## src/sv/reversible_deque_engine_top_assert.svh

```systemverilog
// assertion macros shared by the deque engine rtl
// no dependencies; bodies are empty when SYNTHESIS is defined
`ifndef REVERSIBLE_DEQUE_ENGINE_TOP_ASSERT_SVH
`define REVERSIBLE_DEQUE_ENGINE_TOP_ASSERT_SVH

`ifndef SYNTHESIS

// expression holds at every clock edge outside reset
`define RDE_ASSERT_ALWAYS(lbl, clk, rstn, expr) \
    lbl: assert property (@(posedge clk) disable iff (!rstn) (expr)) \
        else $error("%m: invariant violated");

// consequent holds in the same cycle as the antecedent
`define RDE_ASSERT_IMPL(lbl, clk, rstn, ante, cons) \
    lbl: assert property (@(posedge clk) disable iff (!rstn) (ante) |-> (cons)) \
        else $error("%m: implication violated");

// consequent holds in the cycle after the antecedent
`define RDE_ASSERT_NEXT(lbl, clk, rstn, ante, cons) \
    lbl: assert property (@(posedge clk) disable iff (!rstn) (ante) |=> (cons)) \
        else $error("%m: next-cycle check violated");

`else

`define RDE_ASSERT_ALWAYS(lbl, clk, rstn, expr)
`define RDE_ASSERT_IMPL(lbl, clk, rstn, ante, cons)
`define RDE_ASSERT_NEXT(lbl, clk, rstn, ante, cons)

`endif

`endif

```

## src/sv/rde_pkg.sv

```systemverilog
// shared types for the reversible deque engine
// used by rde_outq and reversible_deque_engine_top
`default_nettype none

package rde_pkg;

    localparam int unsigned RES_VALUE_W = 16;

    // input command codes
    typedef enum logic [1:0] {
        CMD_PUSH    = 2'd0,
        CMD_REVERSE = 2'd1,
        CMD_DELETE  = 2'd2,
        CMD_DRAIN   = 2'd3
    } cmd_t;

    // one result beat
    typedef struct packed {
        logic [RES_VALUE_W-1:0] value;
        logic                   last;
        logic                   error;
        logic                   empty_list;
        logic                   overflow;
    } result_t;

endpackage

`default_nettype wire

```

## src/sv/rde_ram.sv

```systemverilog
// generic simple dual-port ram, one write and one registered read port
// no dependencies
`default_nettype none

module rde_ram #(
    parameter int unsigned WIDTH = 16,
    parameter int unsigned DEPTH = 64
) (
    input  wire logic                     clk,
    input  wire logic                     wr_en,
    input  wire logic [$clog2(DEPTH)-1:0] wr_addr,
    input  wire logic [WIDTH-1:0]         wr_data,
    input  wire logic                     rd_en,
    input  wire logic [$clog2(DEPTH)-1:0] rd_addr,
    output logic      [WIDTH-1:0]         rd_data
);

    logic [WIDTH-1:0] mem [DEPTH];

    // write port
    always_ff @(posedge clk)
    begin
        if (wr_en)
        begin
            mem[wr_addr] <= wr_data;
        end
    end

    // registered read port
    always_ff @(posedge clk)
    begin
        if (rd_en)
        begin
            rd_data <= mem[rd_addr];
        end
    end

endmodule

`default_nettype wire

```

## src/sv/rde_outq.sv

```systemverilog
// two-entry result queue that decouples the drain sequencer from the consumer
// depends on rde_pkg and the assertion macro header
`default_nettype none
`include "reversible_deque_engine_top_assert.svh"

module rde_outq (
    input  wire logic             clk,
    input  wire logic             rst_n,
    input  wire logic             push,
    input  wire rde_pkg::result_t push_data,
    output logic                  res_valid,
    input  wire logic             res_ready,
    output rde_pkg::result_t      res_data,
    output logic [1:0]            level
);

    rde_pkg::result_t entry_reg [2];
    logic             wr_ptr_reg;
    logic             wr_ptr_next;
    logic             rd_ptr_reg;
    logic             rd_ptr_next;
    logic [1:0]       cnt_reg;
    logic [1:0]       cnt_next;
    logic             pop;

    assign pop       = res_valid && res_ready;
    assign res_valid = (cnt_reg != 2'd0);
    assign res_data  = entry_reg[rd_ptr_reg];
    assign level     = cnt_reg;

    // pointer and fill level update
    always_comb
    begin
        wr_ptr_next = push ? ~wr_ptr_reg : wr_ptr_reg;
        rd_ptr_next = pop ? ~rd_ptr_reg : rd_ptr_reg;
        cnt_next    = cnt_reg + {1'b0, push} - {1'b0, pop};
    end

    always_ff @(posedge clk or negedge rst_n)
    begin
        if (!rst_n)
        begin
            wr_ptr_reg <= 1'b0;
            rd_ptr_reg <= 1'b0;
            cnt_reg    <= 2'd0;
        end
        else
        begin
            wr_ptr_reg <= wr_ptr_next;
            rd_ptr_reg <= rd_ptr_next;
            cnt_reg    <= cnt_next;
        end
    end

    // entry storage
    always_ff @(posedge clk)
    begin
        if (push)
        begin
            entry_reg[wr_ptr_reg] <= push_data;
        end
    end

    `RDE_ASSERT_IMPL(a_no_overrun, clk, rst_n, push, (cnt_reg != 2'd2) || pop)
    `RDE_ASSERT_ALWAYS(a_level_range, clk, rst_n, cnt_reg <= 2'd2)

endmodule

`default_nettype wire

```

## src/sv/reversible_deque_engine_top.sv

```systemverilog
// reversible deque engine: push, reverse and delete are accepted one beat per cycle while no drain runs
// a drain holds off commands until its final beat is issued (a single status result if empty or in error);
// results are read via the registered ram port, one per cycle while the result queue has room
// reset is asynchronous active low and clears pointers, count and flags at once
// store contents are not cleared; only written entries are ever read, so there is no clearing pass
`default_nettype none
`include "reversible_deque_engine_top_assert.svh"

module reversible_deque_engine_top #(
    parameter int unsigned DEPTH      = 64,
    parameter int unsigned VALUE_BITS = 16
) (
    input  wire logic        clk,
    input  wire logic        rst_n,
    input  wire logic        cmd_valid,
    output logic             cmd_ready,
    input  wire logic [1:0]  command,
    input  wire logic [15:0] value,
    output logic             res_valid,
    input  wire logic        res_ready,
    output logic [15:0]      value_res,
    output logic             last,
    output logic             error,
    output logic             empty_list,
    output logic             overflow
);

    localparam int unsigned PTR_W = $clog2(DEPTH);
    localparam int unsigned CNT_W = $clog2(DEPTH + 1);

    typedef enum logic {
        ST_IDLE,
        ST_DRAIN
    } state_t;

    // metadata of a result whose data arrives from the ram next cycle
    typedef struct packed {
        logic last;
        logic error;
        logic empty_list;
        logic overflow;
        logic from_ram;
    } pend_t;

    state_t             state_reg;
    state_t             state_next;
    logic [PTR_W-1:0]   head_reg;
    logic [PTR_W-1:0]   head_next;
    logic [CNT_W-1:0]   count_reg;
    logic [CNT_W-1:0]   count_next;
    logic [CNT_W-1:0]   idx_reg;
    logic [CNT_W-1:0]   idx_next;
    logic               rev_reg;
    logic               rev_next;
    logic               err_reg;
    logic               err_next;
    logic               ovf_reg;
    logic               ovf_next;
    logic               pend_valid_reg;
    logic               pend_valid_next;
    pend_t              pend_reg;
    pend_t              pend_next;

    logic               accept;
    rde_pkg::cmd_t      cmd;
    logic               full;
    logic               err_upd;
    logic [PTR_W-1:0]   head_inc;
    logic [CNT_W-1:0]   drain_off;
    logic               last_elem;
    logic [CNT_W:0]     wsum;
    logic [CNT_W:0]     wwrap;
    logic [CNT_W:0]     rsum;
    logic [CNT_W:0]     rwrap;
    logic [31:0]        val_wide;
    logic [31:0]        rd_wide;
    logic               issue_ok;
    logic [2:0]         occ;
    logic               pop;
    logic [1:0]         q_level;

    logic                  wr_en;
    logic [PTR_W-1:0]      wr_addr;
    logic [VALUE_BITS-1:0] wr_data;
    logic                  rd_en;
    logic [PTR_W-1:0]      rd_addr;
    logic [VALUE_BITS-1:0] rd_data;

    rde_pkg::result_t   q_in;
    rde_pkg::result_t   q_out;

    assign cmd_ready = (state_reg == ST_IDLE);
    assign accept    = cmd_valid && cmd_ready;
    assign cmd       = rde_pkg::cmd_t'(command);
    assign full      = (count_reg >= CNT_W'(DEPTH));
    assign head_inc  = (head_reg == PTR_W'(DEPTH - 1)) ? '0 : head_reg + PTR_W'(1);

    // physical tail address for a push
    assign wsum    = (CNT_W+1)'(head_reg) + (CNT_W+1)'(count_reg);
    assign wwrap   = (wsum >= (CNT_W+1)'(DEPTH)) ? wsum - (CNT_W+1)'(DEPTH) : wsum;
    assign wr_addr = wwrap[PTR_W-1:0];

    // value narrowed or widened to the store width
    assign val_wide = 32'(value);
    assign wr_data  = val_wide[VALUE_BITS-1:0];

    // drain read address in logical order
    assign drain_off = rev_reg ? (count_reg - CNT_W'(1) - idx_reg) : idx_reg;
    assign last_elem = (idx_reg == count_reg - CNT_W'(1));
    assign rsum      = (CNT_W+1)'(head_reg) + (CNT_W+1)'(drain_off);
    assign rwrap     = (rsum >= (CNT_W+1)'(DEPTH)) ? rsum - (CNT_W+1)'(DEPTH) : rsum;
    assign rd_addr   = rwrap[PTR_W-1:0];

    // credit check: room in the queue for the beat issued now
    assign pop      = res_valid && res_ready;
    assign occ      = {1'b0, q_level} + {2'b00, pend_valid_reg};
    assign issue_ok = ((occ - {2'b00, pop}) <= 3'd1);

    // command decode and drain sequencing
    always_comb
    begin
        state_next      = state_reg;
        head_next       = head_reg;
        count_next      = count_reg;
        idx_next        = idx_reg;
        rev_next        = rev_reg;
        err_next        = err_reg;
        ovf_next        = ovf_reg;
        pend_valid_next = 1'b0;
        pend_next       = pend_reg;
        wr_en           = 1'b0;
        rd_en           = 1'b0;
        err_upd         = err_reg;

        case (state_reg)
            ST_IDLE:
            begin
                if (accept)
                begin
                    case (cmd)
                        rde_pkg::CMD_PUSH:
                        begin
                            if (full)
                            begin
                                ovf_next = 1'b1;
                            end
                            else
                            begin
                                wr_en      = 1'b1;
                                count_next = count_reg + CNT_W'(1);
                            end
                        end
                        rde_pkg::CMD_REVERSE:
                        begin
                            rev_next = ~rev_reg;
                        end
                        rde_pkg::CMD_DELETE:
                        begin
                            err_upd  = err_reg || (count_reg == '0);
                            err_next = err_upd;
                            if (!err_upd)
                            begin
                                if (!rev_reg)
                                begin
                                    head_next = head_inc;
                                end
                                count_next = count_reg - CNT_W'(1);
                            end
                        end
                        rde_pkg::CMD_DRAIN:
                        begin
                            state_next = ST_DRAIN;
                            idx_next   = '0;
                        end
                        default:
                        begin
                            state_next = state_reg;
                        end
                    endcase
                end
            end
            ST_DRAIN:
            begin
                if (issue_ok)
                begin
                    pend_valid_next     = 1'b1;
                    pend_next.overflow  = ovf_reg;
                    pend_next.error     = 1'b0;
                    pend_next.empty_list = 1'b0;
                    pend_next.from_ram  = 1'b0;
                    pend_next.last      = 1'b1;
                    if (err_reg)
                    begin
                        pend_next.error = 1'b1;
                    end
                    else if (count_reg == '0)
                    begin
                        pend_next.empty_list = 1'b1;
                    end
                    else
                    begin
                        rd_en              = 1'b1;
                        pend_next.from_ram = 1'b1;
                        pend_next.last     = last_elem;
                        idx_next           = idx_reg + CNT_W'(1);
                    end
                    // the final beat returns to idle and clears head, count, reverse and flags
                    if (pend_next.last)
                    begin
                        state_next = ST_IDLE;
                        head_next  = '0;
                        count_next = '0;
                        rev_next   = 1'b0;
                        err_next   = 1'b0;
                        ovf_next   = 1'b0;
                    end
                end
            end
            default:
            begin
                state_next = ST_IDLE;
            end
        endcase
    end

    // control state and registered pending beat
    always_ff @(posedge clk or negedge rst_n)
    begin
        if (!rst_n)
        begin
            state_reg      <= ST_IDLE;
            head_reg       <= '0;
            count_reg      <= '0;
            idx_reg        <= '0;
            rev_reg        <= 1'b0;
            err_reg        <= 1'b0;
            ovf_reg        <= 1'b0;
            pend_valid_reg <= 1'b0;
            pend_reg       <= '0;
        end
        else
        begin
            state_reg      <= state_next;
            head_reg       <= head_next;
            count_reg      <= count_next;
            idx_reg        <= idx_next;
            rev_reg        <= rev_next;
            err_reg        <= err_next;
            ovf_reg        <= ovf_next;
            pend_valid_reg <= pend_valid_next;
            pend_reg       <= pend_next;
        end
    end

    // element store
    rde_ram #(
        .WIDTH (VALUE_BITS),
        .DEPTH (DEPTH)
    ) u_store (
        .clk     (clk),
        .wr_en   (wr_en),
        .wr_addr (wr_addr),
        .wr_data (wr_data),
        .rd_en   (rd_en),
        .rd_addr (rd_addr),
        .rd_data (rd_data)
    );

    // join read data with its metadata
    assign rd_wide          = 32'(rd_data);
    assign q_in.value       = pend_reg.from_ram ? rd_wide[15:0] : 16'd0;
    assign q_in.last        = pend_reg.last;
    assign q_in.error       = pend_reg.error;
    assign q_in.empty_list  = pend_reg.empty_list;
    assign q_in.overflow    = pend_reg.overflow;

    rde_outq u_outq (
        .clk       (clk),
        .rst_n     (rst_n),
        .push      (pend_valid_reg),
        .push_data (q_in),
        .res_valid (res_valid),
        .res_ready (res_ready),
        .res_data  (q_out),
        .level     (q_level)
    );

    assign value_res  = q_out.value;
    assign last       = q_out.last;
    assign error      = q_out.error;
    assign empty_list = q_out.empty_list;
    assign overflow   = q_out.overflow;

    `RDE_ASSERT_ALWAYS(a_count_range, clk, rst_n, count_reg <= CNT_W'(DEPTH))
    `RDE_ASSERT_IMPL(a_idx_in_range, clk, rst_n, (state_reg == ST_DRAIN) && !err_reg && (count_reg != '0), idx_reg < count_reg)
    `RDE_ASSERT_NEXT(a_drain_clears, clk, rst_n, (state_reg == ST_DRAIN) && pend_valid_next && pend_next.last, (state_reg == ST_IDLE) && (count_reg == '0) && !err_reg)
    `RDE_ASSERT_IMPL(a_no_rw_overlap, clk, rst_n, rd_en, !wr_en)

endmodule

`default_nettype wire
```

## config.mk

```make
export PLATFORM = sky130hd
export DESIGN_NAME = reversible_deque_engine_top
export DESIGN_NICKNAME = d
export VERILOG_FILES = /design/src/sv/rde_pkg.sv /design/src/sv/rde_ram.sv /design/src/sv/rde_outq.sv /design/src/sv/reversible_deque_engine_top.sv
export VERILOG_INCLUDE_DIRS = /design/src /design/src/sv
export SDC_FILE = /design/constraint.sdc
export NUM_CORES = 1
export LEC_CHECK = 0
export BUFFER_PORTS_ARGS = -buffer_cell sky130_fd_sc_hd__buf_2
export CAP_MARGIN = 20
export CORE_MARGIN = 2
export CORE_UTILIZATION = 63
export DETAILED_ROUTE_END_ITERATION = 10
export PLACE_DENSITY = 0.85
export SKIP_LAST_GASP = 1
export SLEW_MARGIN = 20
export SYNTH_ARGS = -nofsm -noshare
export SYNTH_HDL_FRONTEND = slang
export SYNTH_SLANG_ARGS = --single-unit
```

## constraint.sdc

```tcl
create_clock -name clk -period 5.6 [get_ports clk]
set_clock_uncertainty 0.05 [all_clocks]
set_input_delay 0.28 -clock clk [delete_from_list [all_inputs] [get_ports clk]]
set_output_delay 0.28 -clock clk [all_outputs]
set_load 0.005 [all_outputs]
```

==> reports/results.ini <==
[run_status]
status = finished, final reports clean

[die]
core_um2 = 68710
rows = 96
die_h_um = 267.8
dieArea_um2 = 71720
die_w_um = 267.8
initial_core_util_pct = 63.81
ioPinCount = 44

[route]
wl_mm = 121.9
wl_per_cell_um = 38.88
postRouteAntennaNets = 0
firstDrtPassIters = 6
viasPerCell = 7.418
vias = 23263
route.detailed.drc = 0
drt_iter0_drc = 4584

[synth]
synth_top_area_share_pct = 73.97
synth_edf_count = 1080
synth_area_per_cell_um2 = 22.46
ys_warn_count = 0
ys_ff_latch = 1114
synth.area.top_cells = edfxtp_1, mux4_2, dfrtp_1
synth_cell_types = 60
syn_inst = 1952
syn-num-nets = 2000
yosysTopAreaCell = edfxtp_1
synth.most_common_cell = edfxtp_1
synthFlopType = edfxtp_1
synth_seq_area_share_pct = 75.91
synth_common_cells = edfxtp_1, mux4_2, nor2_1
async_flop_share_pct = 3.052
syn-cell-area_um2 = 43840

[min_path]
hold_start = command[0]
holdPathStages = 5
min_to = rev_reg
hold_path_class = primary input to flip-flop

[global_route]
grt_first_pass_wirelength_mm = 171.9
grt_pass1_vias = 23328
grt_max_degree = 106
antenna_found_initial = 2
grt_usage_pct = 34.75
grt_remaining_overflow = 0

[clock_tree]
cts_max_level = 3
cts_buffer_depth = 3
cts.sinks = 1114
cts_made_buffers = 102
clock_latency_ns = 0.68
clk_pin_slew_worst_paths_ns = 0.06
tritoncts = yes
cts_root_buffer = clkbuf_16

[sta]
finalCritPeriodShare_pct = 97.62
max-slew-margin-rel_pct = 31.71
drv_slew = 0
period_minus_slack_ns = 5.467
rsz0062_at_grt = no
worst_pin_slew_ns = 1.021
setup_viol = 0
final_hold_viol_count = 0
max_freq_mhz = 182.9
fin_setup_tns_ns = 0

[setup_path]
crit_cells = 13
critPathRequiredTime_ns = 5.92
arrival_ns = 5.79
critPathMaxStageDelay_ns = 0.95
worst-path-buf-inv = 4
endpoint_kind = flip-flop
crit_type = flip-flop to flip-flop
worstReg2RegStart = count_reg[0]
rrSetupSlack_ns = 0.13
rr_worst_depth = 13
cpMaxStageDelayCell = fa_4
path_cells = inv_1 > ha_1 > inv_1 > fa_1 > nand2_1 > o21ai_0 > fa_4 > buf_4 > buf_16 > mux4_2 > mux4_2 > mux2i_2 > mux2i_1
r2r-end = u_store.rd_data[4]
path_max_fanout = 53
crit_family = adder cells
critPathLaunchType = flip-flop

[place]
port_buffers = 43
gp_congestion = 0.8673
dp_hpwl_mm = 59.15

[finish]
area_delta_synth_final_pct = 12.53
nets = 2166
diodes = 0
drive_gt1_share_pct = 30.29
largest_reg_flops = 1024

[job]
maxCapViolations = 0

## cells in the final DEF (no fill, tap or decap), types with 5 or more instances in the layout
cell type,count
mux2_2,22
buf_12,9
mux2i_2,5
ha_1,21
bufinv_16,15
a21oi_1,16
clkbuf_16,104
xor2_1,11
a21o_1,6
nand4_1,5
mux2i_1,45
mux4_2,320
nand2_1,41
buf_4,107
nor2_1,91
nor2b_1,7
xnor2_1,17
and2_1,20
clkinv_2,21
o21ai_0,18
clkinvlp_4,7
nor3_1,7
nand3_1,14
inv_1,17
edfxtp_1,1080
a31oi_1,5
buf_2,27
clkinv_1,17
dfrtp_1,34
clkbuf_1,18
## cells by family after synthesis
group           share of synthesized area (%)
flops                                   75.91
mux                                     18.15
simple gates                            2.326
buf+inv                                 1.036
compound gates                          1.110
xor+xnor                               0.6507
fa+ha+maj                              0.8105
## repair_timing
action,4_1_cts,5_1_grt
hold endpoints to repair,36,0
gates cloned,0,1
endpoints found under the setup margin,2,7
hold buffers,3,0
setup buffers,0,0
resized for setup,2,3
## per-stage QoR
| step | hold WS [ns] | worst slack, ns | area [um2] | instances | util, % |
|---|---|---|---|---|---|
| floorplan | -0.06559 | 1.344 | 43840 | 1952 | - |
| global placement | 0.3280 | 0.1542 | 45760 | 2941 | 66.60 |
| detailed placement | 0.3501 | 0.09429 | 45760 | 2941 | 66.60 |
| CTS | 0.01119 | 0.05141 | 49260 | 3135 | 71.69 |
| global route | 0.03997 | 0.05871 | 49340 | 3136 | 71.81 |
| finish | 0.02417 | 0.1333 | 49340 | 3136 | 71.81 |
## worst register-to-register path, delay by kind of cell (launching register included)
kind	cells	cell delay, ns
muxes	4	1.65
DFF	1	0.56
adders and majority gates	3	1.72
and+or+nand+nor	1	0.08
AOI/OAI and AO/OA	1	0.24
buffers and inverters	4	0.85
## layout make-up
type                       instances  area (um2)
sequential                      1114       33280
multi-input combinational        734       10160
fill                            3523       19370
timing repair buffer             148        1201
clock inverter                    69       798.3
inverter                          18       67.56
clock buffer                     122        2659
tap                              931        1165
## worst max path at each step
stage / endpoint / startpoint / slack (ns)
finish: u_store.rd_data[4] / count_reg[0] / 0.13
global route: u_store.rd_data[5] / count_reg[0] / 0.06
CTS: u_store.rd_data[9] / count_reg[0] / 0.05
detailed placement: u_store.rd_data[4] / count_reg[0] / 0.09
global placement: u_store.rd_data[4] / count_reg[0] / 0.15
floorplan: u_store.rd_data[10] / count_reg[1] / 1.34
## metal layers
layer	global-route usage (%)	vias to the layer above	part of all wire (%)
li1	-	8523	-
met1	45.58	11912	33
met2	55.57	2364	49
met3	7.560	462	12
met4	18.75	2	6.3
met5	0	-	0.0090
Power is not shown: default switching activity piles up to over one toggle a cycle in this logic, so the estimate is an artifact.
